===== config.mk =====
export PLATFORM = sky130hd
export DESIGN_NAME = png_chunk_crc_checker_unit
export DESIGN_NICKNAME = d
export VERILOG_FILES = /design/src/rtl/core/pcc_pkg.sv /design/src/rtl/core/pcc_crc_step.sv /design/src/rtl/core/pcc_parse.sv /design/src/rtl/core/png_chunk_crc_checker_unit.sv
export SDC_FILE = /design/constraint.sdc
export NUM_CORES = 1
export LEC_CHECK = 0
export BUFFER_PORTS_ARGS = -buffer_cell sky130_fd_sc_hd__buf_2
export CAP_MARGIN = 10
export CORE_AREA = 2 2 142 282
export CTS_CLUSTER_DIAMETER = 80
export CTS_CLUSTER_SIZE = 10
export DETAILED_ROUTE_END_ITERATION = 16
export DIE_AREA = 0 0 144 284
export PLACE_DENSITY = 0.61
export SLEW_MARGIN = 20
export SYNTH_ARGS = -nofsm -noshare
export SYNTH_HDL_FRONTEND = slang
export SYNTH_SLANG_ARGS = --single-unit
export TNS_END_PERCENT = 50

===== constraint.sdc =====
create_clock -name clk -period 28.5 [get_ports clk]
set_input_delay 7.125 -clock clk [delete_from_list [all_inputs] [get_ports clk]]
set_output_delay 7.125 -clock clk [all_outputs]
set_load 0.03 [all_outputs]

===== src/rtl/core/pcc_pkg.sv =====
`default_nettype none

package pcc_pkg;

  localparam logic [31:0] CRC_POLY   = 32'hEDB8_8320;
  localparam logic [31:0] CRC_PRESET = 32'hFFFF_FFFF;
  localparam logic [31:0] TYPE_IHDR  = 32'h4948_4452;

  localparam int unsigned DIM_W = 31;
  localparam int unsigned LEN_W = 31;

  typedef enum logic [2:0] {
    PH_SIG,
    PH_LEN,
    PH_TYPE,
    PH_DATA,
    PH_CRC,
    PH_HALT
  } pcc_phase_t;

  typedef enum logic [1:0] {
    ST_OK        = 2'd0,
    ST_CRC_ERR   = 2'd1,
    ST_BAD_SIG   = 2'd2,
    ST_TRUNCATED = 2'd3
  } pcc_status_t;

  typedef struct packed {
    logic [7:0] data_byte;
    logic       end_of_file;
  } pcc_in_t;

  typedef struct packed {
    logic [1:0]       status;
    logic [31:0]      chunk_type;
    logic [LEN_W-1:0] chunk_length;
    logic [31:0]      computed_crc;
    logic [DIM_W-1:0] image_width;
    logic [DIM_W-1:0] image_height;
  } pcc_out_t;

  // Expected PNG signature byte at each position
  function automatic logic [7:0] sig_byte(input logic [2:0] idx);
    logic [7:0] b;
    unique case (idx)
      3'd0:    b = 8'd137;
      3'd1:    b = 8'd80;
      3'd2:    b = 8'd78;
      3'd3:    b = 8'd71;
      3'd4:    b = 8'd13;
      3'd5:    b = 8'd10;
      3'd6:    b = 8'd26;
      3'd7:    b = 8'd10;
      default: b = 8'd0;
    endcase
    return b;
  endfunction

endpackage

`default_nettype wire


===== src/rtl/core/pcc_crc_step.sv =====
`default_nettype none

// One byte of reflected CRC-32, bit at a time over eight steps.
module pcc_crc_step (
  input  wire logic [31:0] crc_in,
  input  wire logic [7:0]  data_byte,
  output logic      [31:0] crc_out
);
  import pcc_pkg::*;

  always_comb begin
    logic [31:0] c;
    c = crc_in ^ {24'd0, data_byte};
    for (int k = 0; k < 8; k++) begin
      c = c[0] ? (CRC_POLY ^ (c >> 1)) : (c >> 1);
    end
    crc_out = c;
  end

endmodule

`default_nettype wire


===== src/rtl/core/pcc_parse.sv =====
`default_nettype none

module pcc_parse (
  input  wire logic              clk,
  input  wire logic              rst_n,
  input  wire logic              fire,
  input  wire pcc_pkg::pcc_in_t  item,
  input  wire logic              verify_all,
  output logic                   res_vld,
  output pcc_pkg::pcc_out_t      res
);
  import pcc_pkg::*;

  pcc_phase_t        phase_r, phase_nxt;
  logic [2:0]        idx_r, idx_nxt;
  logic [LEN_W-1:0]  len_r, len_nxt;
  logic [31:0]       type_r, type_nxt;
  logic [LEN_W-1:0]  rem_r, rem_nxt;
  logic [3:0]        off_r, off_nxt;     // data byte offset, saturates at 8
  logic [31:0]       crc_r, crc_nxt;
  logic [31:0]       rcv_r, rcv_nxt;
  logic [DIM_W-1:0]  width_r, width_nxt;
  logic [DIM_W-1:0]  height_r, height_nxt;
  logic [31:0]       crc_stepped;

  pcc_crc_step u_crc (
    .crc_in    (crc_r),
    .data_byte (item.data_byte),
    .crc_out   (crc_stepped)
  );

  always_ff @(posedge clk) begin
    if (!rst_n) begin
      phase_r  <= PH_SIG;
      idx_r    <= '0;
      len_r    <= '0;
      type_r   <= '0;
      rem_r    <= '0;
      off_r    <= '0;
      crc_r    <= CRC_PRESET;
      rcv_r    <= '0;
      width_r  <= '0;
      height_r <= '0;
    end else if (fire) begin
      phase_r  <= phase_nxt;
      idx_r    <= idx_nxt;
      len_r    <= len_nxt;
      type_r   <= type_nxt;
      rem_r    <= rem_nxt;
      off_r    <= off_nxt;
      crc_r    <= crc_nxt;
      rcv_r    <= rcv_nxt;
      width_r  <= width_nxt;
      height_r <= height_nxt;
    end
  end

  always_comb begin
    logic [7:0]  b;
    logic [31:0] computed;
    logic        ihdr;
    logic        bad;
    logic        boundary;

    b          = item.data_byte;
    computed   = ~crc_r;
    ihdr       = (type_r == TYPE_IHDR);
    bad        = 1'b0;
    boundary   = 1'b0;
    phase_nxt  = phase_r;
    idx_nxt    = idx_r;
    len_nxt    = len_r;
    type_nxt   = type_r;
    rem_nxt    = rem_r;
    off_nxt    = off_r;
    crc_nxt    = crc_r;
    rcv_nxt    = rcv_r;
    width_nxt  = width_r;
    height_nxt = height_r;
    res_vld    = 1'b0;
    res        = '0;

    unique case (phase_r)
      PH_SIG: begin
        if (b != sig_byte(idx_r)) begin
          res_vld          = 1'b1;
          res.status       = ST_BAD_SIG;
          phase_nxt        = PH_HALT;
          idx_nxt          = '0;
        end else begin
          idx_nxt = idx_r + 3'd1;
          if (idx_r == 3'd7) phase_nxt = PH_LEN;
        end
      end
      PH_LEN: begin
        len_nxt = {len_r[LEN_W-9:0], b};
        if (idx_r == 3'd3) begin
          idx_nxt   = '0;
          phase_nxt = PH_TYPE;
        end else begin
          idx_nxt = idx_r + 3'd1;
        end
      end
      PH_TYPE: begin
        type_nxt = {type_r[23:0], b};
        crc_nxt  = crc_stepped;
        if (idx_r == 3'd3) begin
          idx_nxt   = '0;
          rem_nxt   = len_r;
          off_nxt   = '0;
          phase_nxt = (len_r != '0) ? PH_DATA : PH_CRC;
        end else begin
          idx_nxt = idx_r + 3'd1;
        end
      end
      PH_DATA: begin
        if (ihdr) begin
          if (off_r < 4'd4) width_nxt = {width_r[DIM_W-9:0], b};
          else if (off_r < 4'd8) height_nxt = {height_r[DIM_W-9:0], b};
        end
        if (off_r != 4'd8) off_nxt = off_r + 4'd1;
        crc_nxt = crc_stepped;
        rem_nxt = rem_r - {{(LEN_W-1){1'b0}}, 1'b1};
        if (rem_r == {{(LEN_W-1){1'b0}}, 1'b1}) phase_nxt = PH_CRC;
      end
      PH_CRC: begin
        rcv_nxt = {rcv_r[23:0], b};
        if (idx_r == 3'd3) begin
          bad              = (ihdr || verify_all) && (computed != rcv_nxt);
          res_vld          = 1'b1;
          res.status       = bad ? ST_CRC_ERR : ST_OK;
          res.chunk_type   = type_r;
          res.chunk_length = len_r;
          res.computed_crc = computed;
          idx_nxt          = '0;
          if (bad && ihdr) begin
            phase_nxt = PH_HALT;
          end else begin
            phase_nxt = PH_LEN;
            crc_nxt   = CRC_PRESET;
            len_nxt   = '0;
            type_nxt  = '0;
            rcv_nxt   = '0;
            rem_nxt   = '0;
          end
        end else begin
          idx_nxt = idx_r + 3'd1;
        end
      end
      PH_HALT: begin
      end
      default: begin
      end
    endcase

    res.image_width  = width_nxt;
    res.image_height = height_nxt;

    if (item.end_of_file) begin
      // ending on a chunk boundary or while halted is silent
      boundary = (phase_nxt == PH_LEN) && (idx_nxt == '0);
      if (!res_vld && phase_nxt != PH_HALT && !boundary) begin
        res_vld          = 1'b1;
        res.status       = ST_TRUNCATED;
        res.chunk_type   = type_nxt;
        res.chunk_length = len_nxt;
        res.computed_crc = ~crc_nxt;
      end
      phase_nxt  = PH_SIG;
      idx_nxt    = '0;
      len_nxt    = '0;
      type_nxt   = '0;
      rem_nxt    = '0;
      off_nxt    = '0;
      crc_nxt    = CRC_PRESET;
      rcv_nxt    = '0;
      width_nxt  = '0;
      height_nxt = '0;
    end
  end

endmodule

`default_nettype wire


===== src/rtl/core/png_chunk_crc_checker_unit.sv =====
`default_nettype none

// PNG chunk checker. Takes one file byte per word, end_of_file on the last,
// and gives one word per finished chunk (type, length, CRC-32 over type and
// data, status, captured IHDR width/height), plus one word for a bad signature
// or a file cut off mid-chunk. A byte can be taken every cycle unless a word
// sits stalled in the result register. Each byte is registered in the input
// register and goes through one CRC byte step into the result register; a byte
// waits in the input register while an earlier word is stalled. A bad signature
// or a failing IHDR CRC makes the block drop bytes until end of file.
// cfg_data sets verify_all_chunks (1: check every chunk's CRC, 0: IHDR only);
// write it only while no file is in flight. cfg_ready is always high.
module png_chunk_crc_checker_unit (
  input  wire logic              clk,
  input  wire logic              rst_n,
  input  wire logic              in_valid,
  output logic                   in_stall,
  input  wire pcc_pkg::pcc_in_t  in_data,
  output logic                   out_valid,
  input  wire logic              out_stall,
  output pcc_pkg::pcc_out_t      out_data,
  input  wire logic              cfg_valid,
  output logic                   cfg_ready,
  input  wire logic              cfg_data
);
  import pcc_pkg::*;

  logic     in_vld_r, in_vld_nxt;
  pcc_in_t  in_data_r;
  logic     out_vld_r, out_vld_nxt;
  pcc_out_t out_data_r;
  logic     verify_r;
  logic     fire;
  logic     res_vld;
  pcc_out_t res;

  assign fire      = in_vld_r && (!out_vld_r || !out_stall);
  assign in_stall  = in_vld_r && !fire;
  assign cfg_ready = 1'b1;
  assign out_valid = out_vld_r;
  assign out_data  = out_data_r;

  pcc_parse u_parse (
    .clk        (clk),
    .rst_n      (rst_n),
    .fire       (fire),
    .item       (in_data_r),
    .verify_all (verify_r),
    .res_vld    (res_vld),
    .res        (res)
  );

  always_comb begin
    in_vld_nxt = in_vld_r;
    if (in_valid && !in_stall) in_vld_nxt = 1'b1;
    else if (fire) in_vld_nxt = 1'b0;

    out_vld_nxt = out_vld_r;
    if (fire && res_vld) out_vld_nxt = 1'b1;
    else if (out_vld_r && !out_stall) out_vld_nxt = 1'b0;
  end

  always_ff @(posedge clk) begin
    if (!rst_n) begin
      in_vld_r  <= 1'b0;
      out_vld_r <= 1'b0;
      verify_r  <= 1'b0;
    end else begin
      in_vld_r  <= in_vld_nxt;
      out_vld_r <= out_vld_nxt;
      if (cfg_valid && cfg_ready) verify_r <= cfg_data;
    end
  end

  always_ff @(posedge clk) begin
    if (in_valid && !in_stall) in_data_r <= in_data;
    if (fire && res_vld) out_data_r <= res;
  end

  // parser never advances into a full, stalled result register
  a_no_overrun: assert property (@(posedge clk) disable iff (!rst_n)
    (out_vld_r && out_stall) |-> !fire)
    else $error("parser advanced while result register blocked");

  // a held input word keeps its contents until the parser takes it
  a_in_hold: assert property (@(posedge clk) disable iff (!rst_n)
    (in_vld_r && !fire) |=> (in_vld_r && $stable(in_data_r)))
    else $error("input register lost a pending word");

  a_sig_fields: assert property (@(posedge clk) disable iff (!rst_n)
    (out_vld_r && out_data_r.status == ST_BAD_SIG) |->
      (out_data_r.chunk_type == '0 && out_data_r.chunk_length == '0 &&
       out_data_r.computed_crc == '0))
    else $error("bad signature word carries chunk fields");

endmodule

`default_nettype wire

==> results of run 1 <==
[power by group through the flow]
stage	Sequential [uW]	Combinational (uW)	Clock, uW
after floorplan	660	59.9	0
after global placement	633	117	0
after detailed placement	633	118	0
after CTS	621	118	544
after global routing	622	126	566
final	621	118	529
[layer usage]
layer | wire length, um | track usage, %
met1 | 18100 | 26.8
met2 | 25500 | 41.7
met3 | 1810 | 2.87
met4 | 2560 | 12.0
met5 | 0 | 0
[cells in the final DEF (no fill, tap or decap), drive strengths merged, types with 11 or more instances in the layout]
cell type,Yosys,routed
xor2,55,55
and2,17,17
clkbuf,90,80
o22a,11,11
o22ai,28,28
nand4,13,13
a22o,129,129
nor3,20,20
ha,14,14
o21ai,44,44
edfxtp,168,168
buf,29,199
a21oi,32,32
nand2,73,73
o2bb2ai,19,19
xnor2,64,64
nor4,27,27
nor2b,98,98
dfxtp,232,232
mux2,66,66
nor2,86,86
a22oi,100,100
inv,16,18
[worst paths after layout]
kind | start | to | cells past startpoint | slack, ps
setup / recovery | out_stall | in_stall | 3 | 13770
hold reg to reg | u_parse.type_r[29]$_SDFFE_PN0P_ | u_parse.type_r[29]$_SDFFE_PN0P_ | 1 | 500
setup reg to reg | in_data_r[8]$_DFFE_PP_ | out_data[5]$_DFFE_PP_ | 8 | 23990
hold / removal | u_parse.type_r[29]$_SDFFE_PN0P_ | u_parse.type_r[29]$_SDFFE_PN0P_ | 1 | 500
[sequential cells by signal (all words and copies together), names as in the netlist, named ones only]
name,count
u_parse.rcv_r,24
out_valid,1
out_data,159
verify_r,1
u_parse.height_r,31
in_vld_r,1
u_parse.len_r,31
u_parse.type_r,32
u_parse.idx_r,3
u_parse.width_r,31
u_parse.phase_r,3
in_data_r,9
u_parse.crc_r,32
u_parse.rem_r,31
u_parse.off_r,4
[cells by family after synthesis]
kind of cell / count (synthesis)
flip-flops: 400
XOR/XNOR: 120
adder cells (fa/ha/maj): 14
other: 1
multiplexers: 67
AO/OA/AOI/OAI: 433
buffers and inverters: 136
AND/OR/NAND/NOR: 380
[area by class of cell]
| class | instances | area, um^2 | share of cell area, % |
|---|---|---|---|
| Tap cell | 520 | 651 | 3.22 |
| Timing Repair Buffer | 199 | 1070 | 5.29 |
| Clock inverter | 3 | 58.8 | 0.291 |
| Inverter | 17 | 63.8 | 0.316 |
| Clock buffer | 80 | 1260 | 6.22 |
| Sequential cell | 400 | 9690 | 47.9 |
| Multi-Input combinational cell | 1015 | 7430 | 36.8 |
[stage by stage]
stage                     hold WS [ps]  utilization [%]
after floorplan                    456                -
after global placement             474             48.8
after detailed placement           479             48.8
after CTS                          500             52.2
after global routing               518             52.3
final                              503             52.3
[worst register-to-register path, stage by stage, from the launching register on]
cell and delay, ps:
sky130_fd_sc_hd__edfxtp_1 890, sky130_fd_sc_hd__xor2_1 150, sky130_fd_sc_hd__nor4_1 610, sky130_fd_sc_hd__a21boi_0 350, sky130_fd_sc_hd__nor4_1 530, sky130_fd_sc_hd__o211ai_2 220, sky130_fd_sc_hd__a31o_4 370, sky130_fd_sc_hd__a21oi_4 160
sky130_fd_sc_hd__buf_4 750
==> tab_implementation.tex, run 1 <==
\begin{tabular}{lr}
\hline
Metric & Value \\
\hline
\multicolumn{2}{l}{\textbf{Logic synthesis}} \\
\quad Synthesized area per cell & 11.4 um\^{}2 \\
\quad Synthesized-area fraction occupied by xor and xnor cells & a little over 6\% \\
\quad Number of flops mapped to enable cells by yosys & 168 \\
\quad Post-synthesis share of cell area spent on and, or, nand and nor gates & 11.4\% \\
\quad Warnings, synthesis & 0 \\
\quad Synth top cells by count & sky130\_fd\_sc\_hd\_\_dfxtp\_1, sky130\_fd\_sc\_hd\_\_edfxtp\_1, sky130\_fd\_sc\_hd\_\_a22o\_1, sky130\_fd\_sc\_hd\_\_a22oi\_1, sky130\_fd\_sc\_hd\_\_nor2b\_1 \\
\quad Share of synthesized registers carrying an async set or reset & 0\% \\
\quad Synth area leader & sky130\_fd\_sc\_hd\_\_edfxtp\_1 \\
\quad Total nets after synthesis & approximately 1.6k \\
\quad Number of standard cells after synthesis & 1551 \\
\quad Count of cell types in the netlist & between 70 and 80 \\
\quad Post-synthesis instance area & 17600 um\^{}2 \\
\quad Main combinational cell family by area after synthesis & compound AO/OA/AOI/OAI gates \\
\quad Cell types with the largest area share after synthesis & sky130\_fd\_sc\_hd\_\_edfxtp\_1, sky130\_fd\_sc\_hd\_\_dfxtp\_1, sky130\_fd\_sc\_hd\_\_a22o\_1 \\
\quad Post-synthesis mux area share & under 10\% \\
\quad Synthesized-area fraction occupied by ao, oa, aoi and oai cells & 18.9\% \\
\quad Share of the synthesized area in the top cell type & 28.6\% \\
\quad Count leader, synth & sky130\_fd\_sc\_hd\_\_dfxtp\_1 \\
\quad Share of synthesized area occupied by flip-flops and latches & 55.0\% \\
\quad Most common flop cell mapped by yosys & sky130\_fd\_sc\_hd\_\_dfxtp\_1 \\
\quad Flops \& latches, synth & 400 \\
\quad Post-synthesis share of cell area spent on full adders, half adders and majority gates & 0.994\% \\
\multicolumn{2}{l}{\textbf{Worst setup path}} \\
\quad Critical Path, Cell by Cell & buf\_2 -> and3\_1 -> buf\_2 \\
\quad CP Data Required Time & approximately 21000 ps \\
\quad Largest stage delay, worst path & 210 ps \\
\quad Most used cell, CP & sky130\_fd\_sc\_hd\_\_buf\_2 \\
\quad Critical Path Fanout Max & 3 \\
\quad Crit path max-delay cell type & sky130\_fd\_sc\_hd\_\_buf\_2 \\
\quad Count of buffer and inverter cells on the critical path & 2 \\
\quad Category of the worst setup path launch point & input pin \\
\quad Type of the setup path with the least slack & in -> out \\
\quad Kind of cell adding the most delay to the critical path & buffers and inverters \\
\quad Endpoint arrival time on the critical path & 7610 ps \\
\quad Type of destination of the critical path & primary output \\
\multicolumn{2}{l}{\textbf{Layout}} \\
\quad Layout cells sized above 1 & around 20\% \\
\quad Net count of the finished layout & around 1.7k \\
\quad Fin area & 20200 um\^{}2 \\
\quad ANT cells & 0 \\
\quad Post-layout instance count excluding filler cells & $\sim$2.2k \\
\quad Filler cells & approximately 3.5k \\
\quad Area delta synth->final & 14.8\% \\
\multicolumn{2}{l}{\textbf{STA}} \\
\quad Final slew viol count & 0 \\
\quad Setup repair after global routing missed its margin & no \\
\quad Post-route clock period utilization & 51.7\% \\
\quad Max-slew headroom & between 20 and 30\% \\
\quad Final Hold Fails & 0 \\
\quad Aggregate negative setup slack & 0 ps \\
\quad Setup Skew & 39.2 ps \\
\quad Total setup violations reported at the end of the flow & 0 \\
\quad Fin worst setup slack & 13770 ps \\
\quad Time the final worst path needs with I/O delays and setup & 14730 ps \\
\quad Maximum frequency from static timing analysis & a little under 0.07 GHz \\
\quad Transition time at the pin with the least slew margin & 1080 ps \\
\multicolumn{2}{l}{\textbf{Clock network}} \\
\quad Root buffer selected by CTS & sky130\_fd\_sc\_hd\_\_clkbuf\_16 \\
\quad Clock buffers created by TritonCTS & 45 \\
\quad Clock slew at the register clock pins of the worst setup and hold paths & 50 ps \\
\quad Level count of the clock H-tree & 2 \\
\quad Number of sinks driven by the clock tree & 400 \\
\quad Clock latency reported for the late side of the worst-skew pair & between 500 and 600 ps \\
\quad Buffer depth of the longest clock path & 3 \\
\quad Hold-fix buffers, CTS & 0 \\
\quad Post-CTS Setup Bufs & 0 \\
\quad Clock tree from TritonCTS & done \\
\quad Post-CTS resize count & 0 \\
\multicolumn{2}{l}{\textbf{Placement}} \\
\quad Setup WS pre-CTS & 13770 ps \\
\quad Half-perimeter wire length after detailed placement & about 32000 um \\
\quad Post-DP Area & 18900 um\^{}2 \\
\quad Routability cong. & approximately 0.94 \\
\quad Count of buffers inserted at the top-level ports & $\sim$180 \\
\quad DP Cell Count & between 2k and 2.5k \\
\multicolumn{2}{l}{\textbf{Power}} \\
\quad Relative contribution of combinational cells to total power & a little under a tenth \\
\quad Total Power & 1270 uW \\
\quad Highest ir drop seen on vdd & 54.8 uV \\
\quad Internal power & 945 uW \\
\quad Static leakage & approximately 0.007 uW \\
\quad Switching power & 322 uW \\
\quad Sequential cell fraction of total power & 49.0\% \\
\quad Clock Power Share & a little over two fifths \\
\quad Fraction of power spent switching nets & between 20\% and 30\% \\
\quad Pwr per Cell Area & 62.7 nW/um\^{}2 \\
\multicolumn{2}{l}{\textbf{Floorplan}} \\
\quad Rows & 102 \\
\quad Die area & around 41000 um\^{}2 \\
\quad Core area & 38700 um\^{}2 \\
\quad Floorplan die height & 284 um \\
\quad Horiz. Die Dim & approximately 140 um \\
\quad Number of placed I/O pins & 177 \\
\quad Starting Density & 45.6\% \\
\multicolumn{2}{l}{\textbf{Detailed routing}} \\
\quad Antenna-violating nets left & 0 \\
\quad Residual DRC count & 0 \\
\quad Avg WL per Cell & 21.5 um \\
\quad Number of iterations in the first detailed-routing pass & 5 \\
\quad Average vias per placed instance & roughly 5.8 \\
\quad Total number of vias & 12.9k \\
\quad DRC marker count from the first detailed-route iteration & 902 \\
\quad Final Routed Wirelength & 48100 um \\
\multicolumn{2}{l}{\textbf{Global routing}} \\
\quad Wire length of the first global-routing pass & between 70000 and 80000 um \\
\quad Via count of the first global-routing pass & 12.6k \\
\quad GR Overflow Total & 0 \\
\quad Initial antenna violation count & 0 \\
\quad Total global-route track usage & 23.3\% \\
\quad Largest net degree at the start of global routing & 90 \\
\multicolumn{2}{l}{\textbf{Status}} \\
\quad Result of the run & complete, no violations \\
\multicolumn{2}{l}{\textbf{Flow run}} \\
\quad Number of maximum-capacitance violations & 0 \\
\multicolumn{2}{l}{\textbf{Worst hold path}} \\
\quad Worst min path class & reg -> reg \\
\hline
\end{tabular}
No activity file was read; power rests on OpenSTA's default activity.
==> run 2: changes to the inputs <==
- PLACE_DENSITY: 0.61 -> 0.63
- clock period: 28.5 -> 11.8 ns (I/O delays scaled with it)
==> run 2 against run 1 <==
Against the previous run: final cell count decreased by 0.27%; die area stayed put; total power increased by 140%; clock skew is 7.6 ps lower; routed wire length shrank 1.3%; clock-buffer cell count down 1; combinational power up 140%; first-iteration DRC count increased by 1.4%; critical endpoint unchanged; largest power group unchanged.
==> tab_implementation.tex, run 2 (same netlist as run 1, synthesis figures left out) <==
\begin{tabular}{lr}
\hline
Metric & Value \\
\hline
\multicolumn{2}{l}{\textbf{Detailed routing}} \\
\quad Avg WL per Cell & 21.3 um \\
\quad Final Routed Wirelength & 47400 um \\
\quad Total number of vias & 12.8k \\
\quad DRC marker count from the first detailed-route iteration & 915 \\
\quad Average vias per placed instance & roughly 5.8 \\
\quad Residual DRC count & 0 \\
\quad Number of iterations in the first detailed-routing pass & 5 \\
\quad Antenna-violating nets left & 0 \\
\multicolumn{2}{l}{\textbf{Power}} \\
\quad Static leakage & 0.00708 uW \\
\quad Clock Power Share & 41.8\% \\
\quad Relative contribution of combinational cells to total power & under 10\% \\
\quad Highest ir drop seen on vdd & roughly 160 uV \\
\quad Internal power & 2280 uW \\
\quad Pwr per Cell Area & 152 nW/um\^{}2 \\
\quad Total Power & about 3100 uW \\
\quad Fraction of power spent switching nets & between 20\% and 30\% \\
\quad Sequential cell fraction of total power & 49.1\% \\
\quad Switching power & 777 uW \\
\multicolumn{2}{l}{\textbf{Layout}} \\
\quad Net count of the finished layout & 1702 \\
\quad Multi-input gate area in the final layout & approximately 7400 um\^{}2 \\
\quad Post-layout instance count excluding filler cells & 2228 \\
\quad Most common cell after layout, fill and taps aside & sky130\_fd\_sc\_hd\_\_dfxtp\_1 \\
\quad Area delta synth->final & 14.5\% \\
\quad Sequential Area & 9690 um\^{}2 \\
\quad Number of flip-flops in the largest register & 159 \\
\quad Layout cells sized above 1 & 19.6\% \\
\quad ANT cells & 0 \\
\quad Commonest cells after routing, fill and taps aside & sky130\_fd\_sc\_hd\_\_dfxtp\_1, sky130\_fd\_sc\_hd\_\_buf\_2, sky130\_fd\_sc\_hd\_\_edfxtp\_1, sky130\_fd\_sc\_hd\_\_a22o\_1, sky130\_fd\_sc\_hd\_\_a22oi\_1 \\
\quad Filler cells & 3431 \\
\multicolumn{2}{l}{\textbf{STA}} \\
\quad Final Hold Fails & 0 \\
\quad Transition time at the pin with the least slew margin & 1130 ps \\
\quad Aggregate negative setup slack & 0 ps \\
\quad Time the final worst path needs with I/O delays and setup & 6380 ps \\
\quad Final slew viol count & 0 \\
\quad Post-route clock period utilization & 54.0\% \\
\quad Maximum frequency from static timing analysis & 0.157 GHz \\
\quad Setup repair after global routing missed its margin & no \\
\quad Total setup violations reported at the end of the flow & 0 \\
\quad Setup Skew & 31.6 ps \\
\quad Max-slew headroom & 24.6\% \\
\multicolumn{2}{l}{\textbf{Clock network}} \\
\quad Number of sinks driven by the clock tree & 400 \\
\quad Hold-fix buffers, CTS & 0 \\
\quad Clock latency reported for the late side of the worst-skew pair & around 580 ps \\
\quad Post-CTS resize count & 0 \\
\quad Root buffer selected by CTS & sky130\_fd\_sc\_hd\_\_clkbuf\_16 \\
\quad Level count of the clock H-tree & 2 \\
\quad Post-CTS Setup Bufs & 0 \\
\quad Clock tree from TritonCTS & done \\
\quad Clock slew at the register clock pins of the worst setup and hold paths & 60 ps \\
\quad Clock buffers created by TritonCTS & 45 \\
\quad Buffer depth of the longest clock path & 3 \\
\multicolumn{2}{l}{\textbf{Placement}} \\
\quad Routability cong. & 0.946 \\
\quad Count of buffers inserted at the top-level ports & 175 \\
\quad Half-perimeter wire length after detailed placement & between 30000 and 40000 um \\
\quad DP Cell Count & 2146 \\
\multicolumn{2}{l}{\textbf{Floorplan}} \\
\quad Die area & 40900 um\^{}2 \\
\quad Rows & around 100 \\
\quad Core area & 38700 um\^{}2 \\
\quad Starting Density & 45.6\% \\
\quad Floorplan die height & $\sim$280 um \\
\quad Horiz. Die Dim & 144 um \\
\quad Number of placed I/O pins & 177 \\
\multicolumn{2}{l}{\textbf{Worst setup path}} \\
\quad Type of destination of the critical path & primary output \\
\quad CP Data Required Time & about 8900 ps \\
\quad Worst setup slack for register-to-register paths & 6660 ps \\
\quad Critical Path Fanout Max & 3 \\
\quad Endpoint arrival time on the critical path & 3430 ps \\
\quad Length in cells of the worst reg-to-reg path & 9 \\
\quad Type of the setup path with the least slack & in -> out \\
\quad Category of the worst setup path launch point & input pin \\
\multicolumn{2}{l}{\textbf{Global routing}} \\
\quad Wire length of the first global-routing pass & 72100 um \\
\quad Initial antenna violation count & 1 \\
\quad Via count of the first global-routing pass & 12.6k \\
\quad Largest net degree at the start of global routing & 105 \\
\quad Total global-route track usage & between 20\% and 30\% \\
\quad GR Overflow Total & 0 \\
\multicolumn{2}{l}{\textbf{Worst hold path}} \\
\quad Worst min path class & reg -> reg \\
\quad Number of cells traversed by the worst hold path & 2 \\
\multicolumn{2}{l}{\textbf{Flow run}} \\
\quad Number of maximum-capacitance violations & 0 \\
\multicolumn{2}{l}{\textbf{Status}} \\
\quad Result of the run & complete, no violations \\
\hline
\end{tabular}
run 2: cell count changes in the layout (fill, tap and decap cells not counted), sizes merged:
cell / previous run / this run
buf: 199 / 194
clkbuf: 80 / 79
run 2: layer usage:
layer / part of all wire (%) / wire, um / vias up / track usage, %
li1: - / - / 6057 / -
met1: 37 / 17700 / 6212 / 25.2
met2: 52 / 24700 / 421 / 40.4
met3: 4.5 / 2140 / 136 / 3.29
met4: 6.2 / 2940 / 0 / 13.5
met5: 0 / 0 / - / 0
run 2: power by group through the flow:
stage | sequential [uW] | clock (uW) | combinational, uW
6_report | 1500 | 1280 | 281
5_1_grt | 1500 | 1360 | 300
4_1_cts | 1500 | 1310 | 283
3_5_place_dp | 1530 | 0 | 282
3_3_place_gp | 1530 | 0 | 279
2_1_floorplan | 1590 | 0 | 145
run 2: path summary, 6_finish.rpt:
| check | start | to |
|---|---|---|
| min | u_parse.rem_r[28]$_SDFFE_PN0P_ | u_parse.rem_r[28]$_SDFFE_PN0P_ |
| max | out_stall | in_stall |
| min reg2reg | u_parse.rem_r[28]$_SDFFE_PN0P_ | u_parse.rem_r[28]$_SDFFE_PN0P_ |
| max reg2reg | in_data_r[3]$_DFFE_PP_ | out_data[1]$_DFFE_PP_ |
run 2: worst max-delay path, stage by stage:
cell and delay, ps:
sky130_fd_sc_hd__buf_2 80, sky130_fd_sc_hd__and3_1 190, sky130_fd_sc_hd__buf_2 200
run 2: through the flow:
stage	setup slack, ps	hold WS [ps]	utilization [%]	area, um^2
detailed placement	5420	491	48.7	18800
CTS	5420	502	52.1	20200
global placement	5420	472	48.7	18800
finish	5420	500	52.2	20200
floorplan	3370	456	-	17600
global route	5380	533	52.2	20200
run 2: final cells by class:
| cell class | count | share of cell area [%] |
|---|---|---|
| Inverter | 17 | 0.316 |
| Timing Repair Buffer | 194 | 5.06 |
| Clock buffer | 79 | 6.21 |
| Multi-Input combinational cell | 1015 | 36.9 |
| Tap cell | 520 | 3.22 |
| Clock inverter | 3 | 0.291 |
| Sequential cell | 400 | 48.0 |
==> run 3: changes to the inputs <==
- PLACE_DENSITY: 0.63 -> 0.61
- clock period: 11.8 -> 6.7 ns (I/O delays scaled with it)
==> run 3 against run 2 <==
Against the previous run: design area is 0.22% higher; combinational power is 80% higher; setup slack worse by 3200 ps; clock skew is 15 ps lower; largest cell class unchanged; global-route usage is 1.6 points higher; sequential share of layout area is 0.11 points lower; final cell count is 0.27% higher.
==> tab_implementation.tex, run 3 (same netlist as run 1, synthesis figures left out) <==
\begin{tabular}{lr}
\hline
Metric & Value \\
\hline
\multicolumn{2}{l}{\textbf{Detailed routing}} \\
\quad Antenna-violating nets left & 0 \\
\quad DRC marker count from the first detailed-route iteration & 987 \\
\quad Total number of vias & 13.1k \\
\quad Number of iterations in the first detailed-routing pass & 5 \\
\quad Final Routed Wirelength & 50100 um \\
\quad Average vias per placed instance & approximately 5.9 \\
\quad Avg WL per Cell & 22.4 um \\
\quad Residual DRC count & 0 \\
\multicolumn{2}{l}{\textbf{Global routing}} \\
\quad Wire length of the first global-routing pass & 76800 um \\
\quad Met1 track demand over resource in global routing & approximately 27\% \\
\quad Via count of the first global-routing pass & 13.1k \\
\quad Global routing met3 resource utilization & 2.99\% \\
\quad Largest net degree at the start of global routing & a little under 100 \\
\quad Total global-route track usage & 24.3\% \\
\quad GR Overflow Total & 0 \\
\quad Met2 demand-to-capacity share in global routing & 44.2\% \\
\quad Most congested layer reported by global routing & met2 \\
\quad Initial antenna violation count & 1 \\
\multicolumn{2}{l}{\textbf{Clock network}} \\
\quad Hold-fix buffers, CTS & 0 \\
\quad Root buffer selected by CTS & sky130\_fd\_sc\_hd\_\_clkbuf\_16 \\
\quad Post-CTS Setup Bufs & 0 \\
\quad Level count of the clock H-tree & 2 \\
\quad Clock latency reported for the late side of the worst-skew pair & approximately 570 ps \\
\quad Clock tree from TritonCTS & done \\
\quad Buffer depth of the longest clock path & 3 \\
\quad Post-CTS resize count & 0 \\
\quad Clock buffers created by TritonCTS & 45 \\
\quad Clock slew at the register clock pins of the worst setup and hold paths & around 60 ps \\
\quad Number of sinks driven by the clock tree & 400 \\
\multicolumn{2}{l}{\textbf{Placement}} \\
\quad Half-perimeter wire length after detailed placement & approximately 34000 um \\
\quad Setup WS pre-CTS & 2220 ps \\
\quad Count of buffers inserted at the top-level ports & 175 \\
\quad Routability cong. & 1.07 \\
\quad DP Cell Count & 2152 \\
\multicolumn{2}{l}{\textbf{Worst setup path}} \\
\quad Endpoint arrival time on the critical path & 4720 ps \\
\quad Startpoint of the worst register-to-register path & in\_data\_r[3]\$\_DFFE\_PP\_ \\
\quad Endpoint of the worst register-to-register path & out\_data[123]\$\_DFFE\_PP\_ \\
\quad Critical Path Fanout Max & 28 \\
\quad Type of destination of the critical path & register \\
\quad Type of the setup path with the least slack & reg -> reg \\
\quad Worst setup slack for register-to-register paths & 2210 ps \\
\quad Length in cells of the worst reg-to-reg path & 9 \\
\quad Category of the worst setup path launch point & register \\
\quad CP Data Required Time & 6930 ps \\
\multicolumn{2}{l}{\textbf{Floorplan}} \\
\quad Core area & 38700 um\^{}2 \\
\quad Floorplan die height & 284 um \\
\quad Die area & between 40000 and 50000 um\^{}2 \\
\quad Starting Density & 45.6\% \\
\quad Number of placed I/O pins & roughly 180 \\
\quad Horiz. Die Dim & 144 um \\
\quad Rows & between 100 and 150 \\
\multicolumn{2}{l}{\textbf{Worst hold path}} \\
\quad Worst min path class & reg -> reg \\
\quad Capture endpoint of the worst hold path & u\_parse.rem\_r[25]\$\_SDFFE\_PN0P\_ \\
\quad Number of cells traversed by the worst hold path & 2 \\
\quad Worst Hold Launch & u\_parse.rem\_r[25]\$\_SDFFE\_PN0P\_ \\
\multicolumn{2}{l}{\textbf{STA}} \\
\quad Aggregate negative setup slack & 0 ps \\
\quad Maximum frequency from static timing analysis & 0.223 GHz \\
\quad Final Hold Fails & 0 \\
\quad Fin worst setup slack & around 2200 ps \\
\quad Time the final worst path needs with I/O delays and setup & 4490 ps \\
\quad Setup repair after global routing missed its margin & no \\
\quad Max-slew headroom & 27.1\% \\
\quad Final slew viol count & 0 \\
\quad Setup Skew & 16.4 ps \\
\quad Post-route clock period utilization & 67.0\% \\
\quad Transition time at the pin with the least slew margin & 1090 ps \\
\quad Total setup violations reported at the end of the flow & 0 \\
\multicolumn{2}{l}{\textbf{Power}} \\
\quad Highest ir drop seen on vdd & $\sim$180 uV \\
\quad Static leakage & 0.00711 uW \\
\quad Pwr per Cell Area & 266 nW/um\^{}2 \\
\multicolumn{2}{l}{\textbf{Layout}} \\
\quad Layout cells sized above 1 & 19.8\% \\
\quad Post-layout instance count excluding filler cells & 2234 \\
\quad Net count of the finished layout & 1708 \\
\quad Number of flip-flops in the largest register & 159 \\
\quad Commonest cells after routing, fill and taps aside & sky130\_fd\_sc\_hd\_\_dfxtp\_1, sky130\_fd\_sc\_hd\_\_buf\_2, sky130\_fd\_sc\_hd\_\_edfxtp\_1, sky130\_fd\_sc\_hd\_\_a22o\_1, sky130\_fd\_sc\_hd\_\_a22oi\_1 \\
\quad Area delta synth->final & 14.8\% \\
\quad Most common cell after layout, fill and taps aside & sky130\_fd\_sc\_hd\_\_dfxtp\_1 \\
\multicolumn{2}{l}{\textbf{Flow run}} \\
\quad Number of maximum-capacitance violations & 0 \\
\multicolumn{2}{l}{\textbf{Status}} \\
\quad Result of the run & complete, no violations \\
\hline
\end{tabular}
-- run 3: per-layer routing --
layer  part of all wire, %  up-vias
met5                     0        -
met4                   5.9        0
met3                   4.2      144
met2                    53      431
met1                    36     6440
li1                      -     6056
-- run 3: how the worst max path moves through the flow --
| stage | to | slack (ps) | start | cells past startpoint |
|---|---|---|---|---|
| 2_1_floorplan | out_data[0]$_DFFE_PP_ | 1260 | in_data_r[3]$_DFFE_PP_ | 10 |
| 6_report | out_data[123]$_DFFE_PP_ | 2210 | in_data_r[3]$_DFFE_PP_ | 9 |
| 4_1_cts | out_data[123]$_DFFE_PP_ | 2180 | in_data_r[3]$_DFFE_PP_ | 9 |
| 3_3_place_gp | out_data[122]$_DFFE_PP_ | 2330 | in_data_r[3]$_DFFE_PP_ | 9 |
| 5_1_grt | out_data[123]$_DFFE_PP_ | 1870 | in_data_r[3]$_DFFE_PP_ | 9 |
| 3_5_place_dp | out_data[123]$_DFFE_PP_ | 2220 | in_data_r[3]$_DFFE_PP_ | 9 |
-- run 3: cell type report --
type                            instances  area, um^2
Antenna cell                            1        2.50
Clock buffer                           79        1250
Clock inverter                          2        40.0
Fill cell                            3497       18400
Inverter                               17        63.8
Multi-Input combinational cell       1015        7430
Sequential cell                       400        9690
Tap cell                              520         651
Timing Repair Buffer                  200        1090
-- run 3: metrics by stage --
| step | hold slack (ps) | cell area, um^2 | power (uW) | utilization, % |
|---|---|---|---|---|
| 3_5_place_dp | 476 | 18900 | 3200 | 48.9 |
| 4_1_cts | 488 | 20200 | 5440 | 52.3 |
| 3_3_place_gp | 474 | 18900 | 3200 | 48.9 |
| 5_1_grt | 513 | 20200 | 5560 | 52.3 |
| 2_1_floorplan | 456 | 17600 | 3050 | - |
| 6_report | 488 | 20200 | 5390 | 52.3 |
-- run 3: critical path, stage by stage (launching register included) --
cell and delay, ps:
sky130_fd_sc_hd__edfxtp_1 700, sky130_fd_sc_hd__xor2_1 640, sky130_fd_sc_hd__ha_1 250, sky130_fd_sc_hd__and3_1 150, sky130_fd_sc_hd__nand4_1 170, sky130_fd_sc_hd__o21ai_4 350
sky130_fd_sc_hd__o211ai_2 160, sky130_fd_sc_hd__a31o_4 350, sky130_fd_sc_hd__a21oi_4 870, sky130_fd_sc_hd__buf_4 460
-- run 3: power by group --
part	switching [uW]	total (uW)	internal, uW
logic	361	506	145
registers	39.4	2640	2600
clock network	971	2240	1270
total	1370	5390	4020
